File: config.mk
export PLATFORM = sky130hd
export DESIGN_NAME = wtss_shape
export DESIGN_NICKNAME = d
export VERILOG_FILES = /design/src/rtl/wtss_pkg.sv /design/src/rtl/wtss_shape.sv
export SDC_FILE = /design/constraint.sdc
export NUM_CORES = 2
export LEC_CHECK = 0
export BUFFER_PORTS_ARGS = -buffer_cell sky130_fd_sc_hd__buf_2
export CORE_UTILIZATION = 50
export CTS_CLUSTER_DIAMETER = 40
export DETAILED_ROUTE_END_ITERATION = 8
export GPL_TIMING_DRIVEN = 0
export PLACE_DENSITY = 0.68
export SETUP_SLACK_MARGIN = 0.05
export SLEW_MARGIN = 20
export SYNTH_ARGS = -nofsm -noshare
export SYNTH_HDL_FRONTEND = slang
export SYNTH_SLANG_ARGS = --single-unit
File: constraint.sdc
create_clock -name clk_i -period 9.54 [get_ports clk_i]
set_clock_uncertainty 0.2 [all_clocks]
set_input_delay 0 -clock clk_i [delete_from_list [all_inputs] [get_ports clk_i]]
set_output_delay 0 -clock clk_i [all_outputs]
set_load 0.005 [all_outputs]
File: src/rtl/wtss_pkg.sv
package wtss_pkg;

  // sample format and period
  localparam int SAMPLE_BITS        = 14;
  localparam int SAMPLES_PER_PERIOD = 16384;
  localparam int PER_W              = $clog2(SAMPLES_PER_PERIOD);
  localparam int IDX_W              = 14;
  localparam int FULL_SCALE         = 1 << (SAMPLE_BITS - 1);

  // working widths
  localparam int VAL_W = SAMPLE_BITS + 2;
  localparam int MAG_W = SAMPLE_BITS + 1;
  localparam int QUO_W = SAMPLE_BITS;

  // pipeline depths
  localparam int SINE_TERMS = 6;
  localparam int SINE_LAT   = 2 + 3 * SINE_TERMS;
  localparam int CORE_LAT   = 3 + QUO_W;
  localparam int ALIGN_LAT  = SINE_LAT - CORE_LAT;

  // waveform kinds
  localparam logic [2:0] KIND_SINE      = 3'd0;
  localparam logic [2:0] KIND_TRIANGLE  = 3'd1;
  localparam logic [2:0] KIND_SQUARE    = 3'd2;
  localparam logic [2:0] KIND_RAMP_UP   = 3'd3;
  localparam logic [2:0] KIND_RAMP_DOWN = 3'd4;
  localparam logic [2:0] KIND_DC        = 3'd5;
  localparam logic [2:0] KIND_PWM       = 3'd6;

  // register indexes
  localparam int CFG_IDX_W  = 2;
  localparam int CFG_DATA_W = 26;
  localparam logic [CFG_IDX_W-1:0] CFG_KIND = 2'd0;
  localparam logic [CFG_IDX_W-1:0] CFG_DUTY = 2'd1;
  localparam logic [CFG_IDX_W-1:0] CFG_TONE = 2'd2;

  typedef struct packed {
    logic [2:0]            kind;
    logic [15:0]           duty;
    logic [CFG_DATA_W-1:0] tone;
  } wtss_cfg_t;

  typedef struct packed {
    logic                    is_sine;
    logic                    neg;
    logic signed [VAL_W-1:0] value;
  } wtss_shape_t;

endpackage

File: src/rtl/wtss_shape.sv
module wtss_shape (
  input  logic                            clk_i,
  input  logic                            en_i,
  input  logic [wtss_pkg::IDX_W-1:0]      idx_i,
  input  logic [wtss_pkg::PER_W:0]        rr_i,
  input  logic                            neg_i,
  input  wtss_pkg::wtss_cfg_t             cfg_i,
  output wtss_pkg::wtss_shape_t           shape_o
);

  localparam int SB    = wtss_pkg::SAMPLE_BITS;
  localparam int NP    = wtss_pkg::SAMPLES_PER_PERIOD;
  localparam int VW    = wtss_pkg::VAL_W;
  localparam int QW    = wtss_pkg::QUO_W;
  localparam int TW    = wtss_pkg::PER_W + SB;
  localparam int HW    = 16 + wtss_pkg::PER_W - 1;
  localparam int D1_W  = 26;
  localparam int T_W   = 25;
  localparam int W_W   = 15;
  localparam int DW    = 41;
  localparam int DV_W  = T_W + 1;
  localparam int N_W   = D1_W + 2;
  localparam logic signed [VW-1:0] TOP    = VW'(wtss_pkg::FULL_SCALE - 1);
  localparam logic signed [VW-1:0] BOTTOM = -VW'(wtss_pkg::FULL_SCALE);
  localparam logic [31:0] W_RECIP = 32'((64'd1 << 32) / 10000);
  localparam logic [wtss_pkg::IDX_W-1:0] IDX_LAST = wtss_pkg::IDX_W'(NP - 1);

  typedef struct packed {
    logic [DW-1:0]   rem;
    logic [DV_W-1:0] dv;
    logic [QW-1:0]   quo;
    logic            span;
    logic            sneg;
    logic signed [VW-1:0] va;
    logic            is_sine;
    logic            neg;
  } wtss_div_t;

  // ---------------- transition width from the tone frequency
  logic [27:0]    wraw;
  logic [59:0]    west_prod;
  logic [27:0]    wraw_q;
  logic [27:0]    west_q;
  logic [41:0]    wback;
  logic [41:0]    wrem;
  logic [27:0]    wcor;
  logic [W_W-1:0] w_q;

  assign wraw      = 28'(cfg_i.tone) * 28'd3;
  assign west_prod = 60'(wraw) * 60'(W_RECIP);

  always_ff @(posedge clk_i) begin
    wraw_q <= wraw;
    west_q <= west_prod[32 +: 28];
  end

  assign wback = 42'(west_q) * 42'd10000;
  assign wrem  = 42'(wraw_q) - wback;
  assign wcor  = west_q + 28'(wrem >= 42'd10000);

  always_ff @(posedge clk_i) begin
    w_q <= (wcor <= 28'd10) ? W_W'(30) : wcor[W_W-1:0];
  end

  // ---------------- stage a: plain waveforms and span offsets
  logic [24:0]            i1000;
  logic signed [D1_W-1:0] d1;
  logic signed [17:0]     d2;
  logic [TW-1:0]          tri_sum;
  logic [TW-1:0]          ru_sum;
  logic [TW-1:0]          rd_sum;
  logic [SB-1:0]          tri_mag;
  logic [SB-1:0]          ru_mag;
  logic [SB-1:0]          rd_mag;
  logic [HW-1:0]          h_w;
  logic [wtss_pkg::PER_W:0] h;
  logic                   pwm_hi;
  logic                   sq_hi;
  logic signed [VW-1:0]   va;

  logic [2:0]             a_kind_q;
  logic signed [VW-1:0]   a_va_q;
  logic                   a_neg_q;
  logic signed [D1_W-1:0] a_d1_q;
  logic signed [17:0]     a_d2_q;

  always_comb begin
    i1000   = 25'(idx_i) * 25'd1000;
    d1      = $signed({1'b0, i1000}) - D1_W'(249 * NP);
    d2      = $signed({2'b00, idx_i, 2'b00}) - 18'(3 * NP);
    tri_sum = (TW'(rr_i) << (SB - 1)) + TW'(NP / 2);
    ru_sum  = ((TW'(idx_i) + TW'(2)) << (SB - 1)) + TW'(NP / 2);
    rd_sum  = ((TW'(NP) - TW'(idx_i)) << (SB - 1)) + TW'(NP / 2);
    tri_mag = tri_sum[wtss_pkg::PER_W +: SB];
    ru_mag  = ru_sum[wtss_pkg::PER_W +: SB];
    rd_mag  = rd_sum[wtss_pkg::PER_W +: SB];
    h_w     = HW'(cfg_i.duty) << (wtss_pkg::PER_W - 1);
    h       = (wtss_pkg::PER_W+1)'(h_w[HW-1:16]);
    pwm_hi  = ({1'b0, idx_i} < h) ||
              ({1'b0, idx_i} >= ((wtss_pkg::PER_W+1)'(NP) - h));
    sq_hi   = (idx_i != '0) && ({1'b0, idx_i} < (wtss_pkg::PER_W+1)'(NP / 2));
    case (cfg_i.kind)
      wtss_pkg::KIND_SINE:      va = '0;
      wtss_pkg::KIND_TRIANGLE:  va = neg_i ? -$signed({2'b00, tri_mag})
                                           : $signed({2'b00, tri_mag});
      wtss_pkg::KIND_SQUARE:    va = sq_hi ? TOP : BOTTOM;
      wtss_pkg::KIND_RAMP_UP:   va = (idx_i == IDX_LAST) ? '0 : $signed({2'b00, ru_mag});
      wtss_pkg::KIND_RAMP_DOWN: va = $signed({2'b00, rd_mag});
      wtss_pkg::KIND_DC:        va = TOP;
      wtss_pkg::KIND_PWM:       va = pwm_hi ? TOP : BOTTOM;
      default:                  va = '0;
    endcase
  end

  always_ff @(posedge clk_i) begin
    if (en_i) begin
      a_kind_q <= cfg_i.kind;
      a_va_q   <= va;
      a_neg_q  <= neg_i;
      a_d1_q   <= d1;
      a_d2_q   <= d2;
    end
  end

  // ---------------- stage b: pick transition span, set up the division
  logic [T_W-1:0]         t1;
  logic [T_W-1:0]         t2;
  logic signed [D1_W-1:0] d2x;
  logic                   act1;
  logic                   act2;
  logic signed [D1_W-1:0] dsel;
  logic [T_W-1:0]         tsel;
  logic signed [N_W-1:0]  num;
  logic [N_W-1:0]         anum;
  wtss_div_t              dv_q [QW+1];

  always_comb begin
    t1   = T_W'(w_q) * T_W'(1000);
    t2   = T_W'(w_q) * T_W'(4);
    d2x  = D1_W'(a_d2_q);
    act1 = (a_d1_q > 0) && (a_d1_q <= $signed({1'b0, t1}));
    act2 = (d2x > 0) && (d2x <= $signed({1'b0, t2}));
    dsel = act2 ? d2x : a_d1_q;
    tsel = act2 ? t2 : t1;
    num  = (N_W'(dsel) <<< 1) - $signed(N_W'(tsel));
    anum = num[N_W-1] ? N_W'(-num) : N_W'(num);
  end

  always_ff @(posedge clk_i) begin
    if (en_i) begin
      dv_q[0].rem     <= (DW'(anum[T_W-1:0]) << SB) + DW'(tsel);
      dv_q[0].dv      <= {tsel, 1'b0};
      dv_q[0].quo     <= '0;
      dv_q[0].span    <= (a_kind_q == wtss_pkg::KIND_SQUARE) && (act1 || act2);
      dv_q[0].sneg    <= num[N_W-1] ^ !act2;
      dv_q[0].va      <= a_va_q;
      dv_q[0].is_sine <= (a_kind_q == wtss_pkg::KIND_SINE);
      dv_q[0].neg     <= a_neg_q;
    end
  end

  // ---------------- restoring divider, one quotient bit per stage
  for (genvar s = 0; s < QW; s++) begin : g_div
    localparam int BIT = QW - 1 - s;
    logic [DW-1:0] trial;
    wtss_div_t     nxt;

    always_comb begin
      trial = DW'(dv_q[s].dv) << BIT;
      nxt   = dv_q[s];
      if (dv_q[s].rem >= trial) begin
        nxt.rem      = dv_q[s].rem - trial;
        nxt.quo[BIT] = 1'b1;
      end
    end

    always_ff @(posedge clk_i) begin
      if (en_i) begin
        dv_q[s+1] <= nxt;
      end
    end
  end

  // ---------------- finish and align with the sine path
  wtss_pkg::wtss_shape_t fin;
  logic signed [VW-1:0]  qv;
  wtss_pkg::wtss_shape_t al_q [wtss_pkg::ALIGN_LAT+1];

  always_comb begin
    qv          = $signed({{(VW-QW){1'b0}}, dv_q[QW].quo});
    fin.is_sine = dv_q[QW].is_sine;
    fin.neg     = dv_q[QW].neg;
    fin.value   = dv_q[QW].span ? (dv_q[QW].sneg ? -qv : qv) : dv_q[QW].va;
  end

  always_ff @(posedge clk_i) begin
    if (en_i) begin
      al_q[0] <= fin;
    end
  end

  for (genvar k = 0; k < wtss_pkg::ALIGN_LAT; k++) begin : g_align
    always_ff @(posedge clk_i) begin
      if (en_i) begin
        al_q[k+1] <= al_q[k];
      end
    end
  end

  assign shape_o = al_q[wtss_pkg::ALIGN_LAT];

endmodule

## Yosys cells after proc, flatten, opt, wreduce, memory -nomap -nowiden

Memories as Yosys holds them, arrays and structs flattened.
Cells that the tools add are included.

| word-level totals | value |
|---|---|
| bits in registers | 120 |
| output and inout bits | 18 |
| memories kept | 2 |
| RAM bits | 1587 |

Memories:

| name | depth | width | rd ports | clocked after Yosys merged registers in | wr ports | line | text |
|---|---|---|---|---|---|---|---|
| dv_q | 15 | 101 | 15 | 0 | 15 | wtss_shape.sv:135 | `wtss_div_t dv_q [QW+1];` |
| al_q | 4 | 18 | 4 | 0 | 4 | wtss_shape.sv:187 | `wtss_pkg::wtss_shape_t al_q [wtss_pkg::ALIGN_LAT+1];` |

| operators by class | value |
|---|---|
| bitwise logic cells | 1 |
| $add $sub $neg | 29 |
| multiply operators | 5 |
| magnitude comparators | 23 |
| reduce and logical (&&, ||, !) cells | 9 |
| eq/ne operators | 8 |
| mux-type cells | 40 |

Operator list:

| kind | count |
|---|---|
| 41-bit two-way mux | 14 |
| 16-bit one-hot mux with 6 select lines | 1 |
| 28-bit by 14-bit adder with 28-bit output (second input constant) | 3 |
| 16-bit two-way mux | 5 |
| 25-bit two-way mux | 2 |
| 28-bit by 16-bit multiplier with 44-bit output (second input constant) | 1 |
| 42-bit by 14-bit greater-or-equal comparator with 1-bit output (second input constant) | 1 |
| 41-bit by 26-bit greater-or-equal comparator with 1-bit output | 1 |
| 41-bit by 27-bit greater-or-equal comparator with 1-bit output | 1 |
| 41-bit by 28-bit greater-or-equal comparator with 1-bit output | 1 |
| 41-bit by 29-bit greater-or-equal comparator with 1-bit output | 1 |
| 41-bit by 30-bit greater-or-equal comparator with 1-bit output | 1 |
| 41-bit by 31-bit greater-or-equal comparator with 1-bit output | 1 |
| 41-bit by 32-bit greater-or-equal comparator with 1-bit output | 1 |
| 41-bit by 33-bit greater-or-equal comparator with 1-bit output | 1 |
| 41-bit by 34-bit greater-or-equal comparator with 1-bit output | 1 |
| 41-bit by 35-bit greater-or-equal comparator with 1-bit output | 1 |
| 41-bit by 36-bit greater-or-equal comparator with 1-bit output | 1 |
| 41-bit by 37-bit greater-or-equal comparator with 1-bit output | 1 |
| 41-bit by 38-bit greater-or-equal comparator with 1-bit output | 1 |
| 41-bit by 39-bit greater-or-equal comparator with 1-bit output | 1 |
| 41-bit by 26-bit subtractor with 41-bit output | 1 |
| 41-bit by 27-bit subtractor with 41-bit output | 1 |
| 41-bit by 28-bit subtractor with 41-bit output | 1 |
| other kinds (47) | 71 |

## Logic depth before layout (Yosys ltp)

| depth | value |
|---|---|
| word-level depth | 7 |
| gate-level depth with buffers | 45 |

## Worst setup path before layout

Ideal clock, no wire load.

| timing path | value |
|---|---|
| kind | reg2reg |
| start | reg w_q[2] |
| end | mem dv_q[0][93] (netlist bit) (data pin) |
| period minus slack after synthesis | 9.452 ns |
| stages on the path, launching flop included | 43 |
| setup time | 0.255 ns |
| arrival | 8.998 ns |
| path slack | 0.088 ns |
| cells stage by stage | dfxtp_1 fa_1 inv_1 fa_1 fa_1 inv_1 fa_1 ha_1 o21ai_0 a21boi_0 o21ai_0 a21boi_0 o21ai_0 a21boi_0 o21ai_0 a21oi_1 mux2_2 inv_1 [... 7 more ...] and2_1 clkbuf_1 clkbuf_1 a22oi_1 o221ai_1 xor2_1 ha_1 inv_1 o21bai_1 a21oi_1 o21bai_1 a21oi_1 o21bai_1 a21oi_1 or2_2 or2b_1 or3_1 and2_1 |

RTL lines:

| item | line | text |
|---|---|---|
| start: declaration | wtss_shape.sv:47 | `logic [W_W-1:0] w_q;` |
| start signal: assignment | wtss_shape.sv:62 | `w_q <= (wcor <= 28'd10) ? W_W'(30) : wcor[W_W-1:0];` |
| end: declaration | wtss_shape.sv:135 |  |

==> impl_metrics.yaml <==
clock_network:
  clock_latency_ps: 830
  cts.clk_slew.worst_paths_ps: 50
  cts_max_level: 4
  clockRootBuffer: "clkbuf_16"
  cts_tree: "built"
  cts.sinks: 1335
  cts_inserted_buffers: 195
  clk_path_buf_depth: 3
synth:
  synth_cell_types: 98
  ys.flop_type: "edfxtp_1"
  synth_edf_count: 1281
  syn_area_per_cell_um2: 11.34
  synth-async-reset-ratio: 0
  netlist_area_um2: 84530
  postSynthCellCount: 7453
  yosys_warnings: 0
  synth.yosys.seq_area_share: 0.4678
  syn-num-nets: 8688
  synth_seq_cells: 1335
sta:
  finalCriticalPeriod_ps: 9239
  fmax_mhz: 108.2
  rsz0062_at_grt: "yes"
  timing.slew.headroom: 0.2362
  tns_ps: 0
  worstMarginPinSlew_ps: 1141
  drv_slew: 0
  setup_viol: 0
  hold_violations: 0
  timing.final.ws_setup_ps: 301.4
  finalCritPeriodShare: 0.9684
finish:
  final-seq-area_um2: 39580
  drive_gt1_frac: 0.09292
  area_growth_syn_to_layout_pct: 14.86
  final_nets: 9146
  multi_input_area_um2: 41710
  n_fill_cell: 13629
  final_common_cell: "edfxtp_1"
  layout_common_cells: "1281 x edfxtp_1, 951 x inv_1, 803 x ha_1, 499 x nand2_1, 385 x nor2_1"
route:
  ant_nets: 0
  routed_wl_mm: 194.1
  vias: 56876
  drtIter0Drc: 4246
  drt-pass1-iter-count: 6
  wl_per_cell_um: 18.86
  post-route-drc-count: 0
  avgViaCountPerCell: 5.525
die:
  die_area_um2: 170700
  start_util: 0.5044
  rows: 150
  die-width_um: 413.2
  io_pins: 95
  die_y_um: 413.2
  core_area_um2: 167600
placed_design:
  io_buffers: 91
  hpwl_mm: 151.0
  preCtsSetupSlack_ps: -1802
  finalWeightedCongestion: 0.9256
setup_path:
  critPathMaxFanout: 5
  cp.required_ps: 9920
  crit_buf_inv: 4
  critPathMaxStageDelay_ps: 570
  critical_path_class: "reg2reg"
  endpoint_kind: "flip-flop"
  start_kind: "flip-flop"
  cp_data_arrival_time_ps: 9620
  cp_slowest_cell: "fa_1"
  cp_top_family: "compound AO/OA/AOI/OAI gates"
run:
  drv_cap: 0
grt:
  overflow: 0
  antenna_found_initial: 10
  track_usage: 0.2281
  grt_max_degree: 153
  grt_pass1_vias: 56454
  grt_pass1_wl_mm: 305.8
hold_path:
  hp-class: "in2reg"
outcome:
  outcome: "finished, final reports clean"
[stage by stage]
stage | hold slack [ps] | cell area (µm²) | utilization | cells
finish | 43.02 | 97090 | 0.5793 | 10294
global route | 15.46 | 97080 | 0.5793 | 10291
CTS | 4.405 | 96300 | 0.5746 | 10247
detailed placement | 71.18 | 88120 | 0.5258 | 9765
global placement | 75.31 | 87750 | 0.5235 | 9748
floorplan | -101.1 | 84530 | - | 7453
[synthesized netlist by cell type, drive strengths merged (66+ instances only)]
master	number	share of area
xnor2	318	0.033
a21o	176	0.016
nor2	388	0.017
edfxtp	1281	0.46
mux2	66	0.0088
nor2b	89	0.0066
nand4	88	0.0065
nand3	132	0.0078
a21oi	381	0.023
clkbuf	89	0.0040
o21a	73	0.0065
ha	822	0.12
xor2	256	0.027
nand2	500	0.022
fa	336	0.080
nand2b	75	0.0056
o21ai	402	0.024
inv	960	0.043
nor4	66	0.0049
nor3	143	0.0085
[cell type report]
| type | count | area share |
|---|---|---|
| multi-input cells | 5056 | 0.4296 |
| flip-flops and latches | 1335 | 0.4077 |
| clock buffers | 217 | 0.05186 |
| inverters | 961 | 0.03727 |
| well taps | 2204 | 0.02840 |
| repair buffers | 266 | 0.02318 |
| clock inverters | 151 | 0.01793 |
| plain buffers | 96 | 0.003918 |
| diodes | 8 | 0.0002062 |
[layer usage]
metal	part of all wire	up-vias	global-route usage
met5	0	-	0
li1	-	27581	-
met3	0.043	347	0.03014
met2	0.48	1334	0.3833
met4	0.037	0	0.08926
met1	0.44	27614	0.2987
[kinds of logic (layout without fill, tap and decap cells)]
family	Yosys count	in the layout	share of synthesized area
other	0	8	0
buffers and inverters	1062	1691	0.04726
and+or+nand+nor	1777	1777	0.1038
DFF	1335	1335	0.4678
xor gates and xnor gates	574	574	0.05956
adders and majority gates	1158	1158	0.2012
muxes	87	87	0.01128
AOI/OAI and AO/OA	1460	1460	0.1090
[flip-flops by register name (all words and copies together), names as in the netlist]
| name | cells |
|---|---|
| dv_q | 1154 |
| wraw_q | 24 |
| al_q | 72 |
| a_kind_q | 3 |
| a_neg_q | 1 |
| a_va_q | 16 |
| a_d1_q | 22 |
| w_q | 15 |
| a_d2_q | 13 |
| west_q | 15 |
[path summary, 6_finish.rpt]
kind | from | end | slack [ps] | cells after the start
max | w_q[1] | dv_q[0][93] | 300 | 42
min | rr_i[8] | a_va_q[8] | 40 | 6
max reg2reg | w_q[1] | dv_q[0][93] | 300 | 42
min reg2reg | dv_q[0][203] | dv_q[0][304] | 180 | 0
[worst register-to-register path, delay by kind of cell, from the launching register on]
kind | cells | cell delay, ps
AO/OA/AOI/OAI | 19 | 3040
flip-flops | 1 | 350
AND/OR/NAND/NOR | 10 | 1900
buffers and inverters | 4 | 300
XOR/XNOR | 2 | 440
adder cells (fa/ha/maj) | 7 | 2810
[repair_timing]
action                                  CTS  global route
endpoints found under the setup margin   27            24
hold endpoints to repair                456             0
resized for setup                        68           102
pin swaps                                21            71
buffers inserted                         18            42
hold buffers                             98             0
Power is not shown: default switching activity piles up to over one toggle a cycle in this logic, so the estimate is an artifact.
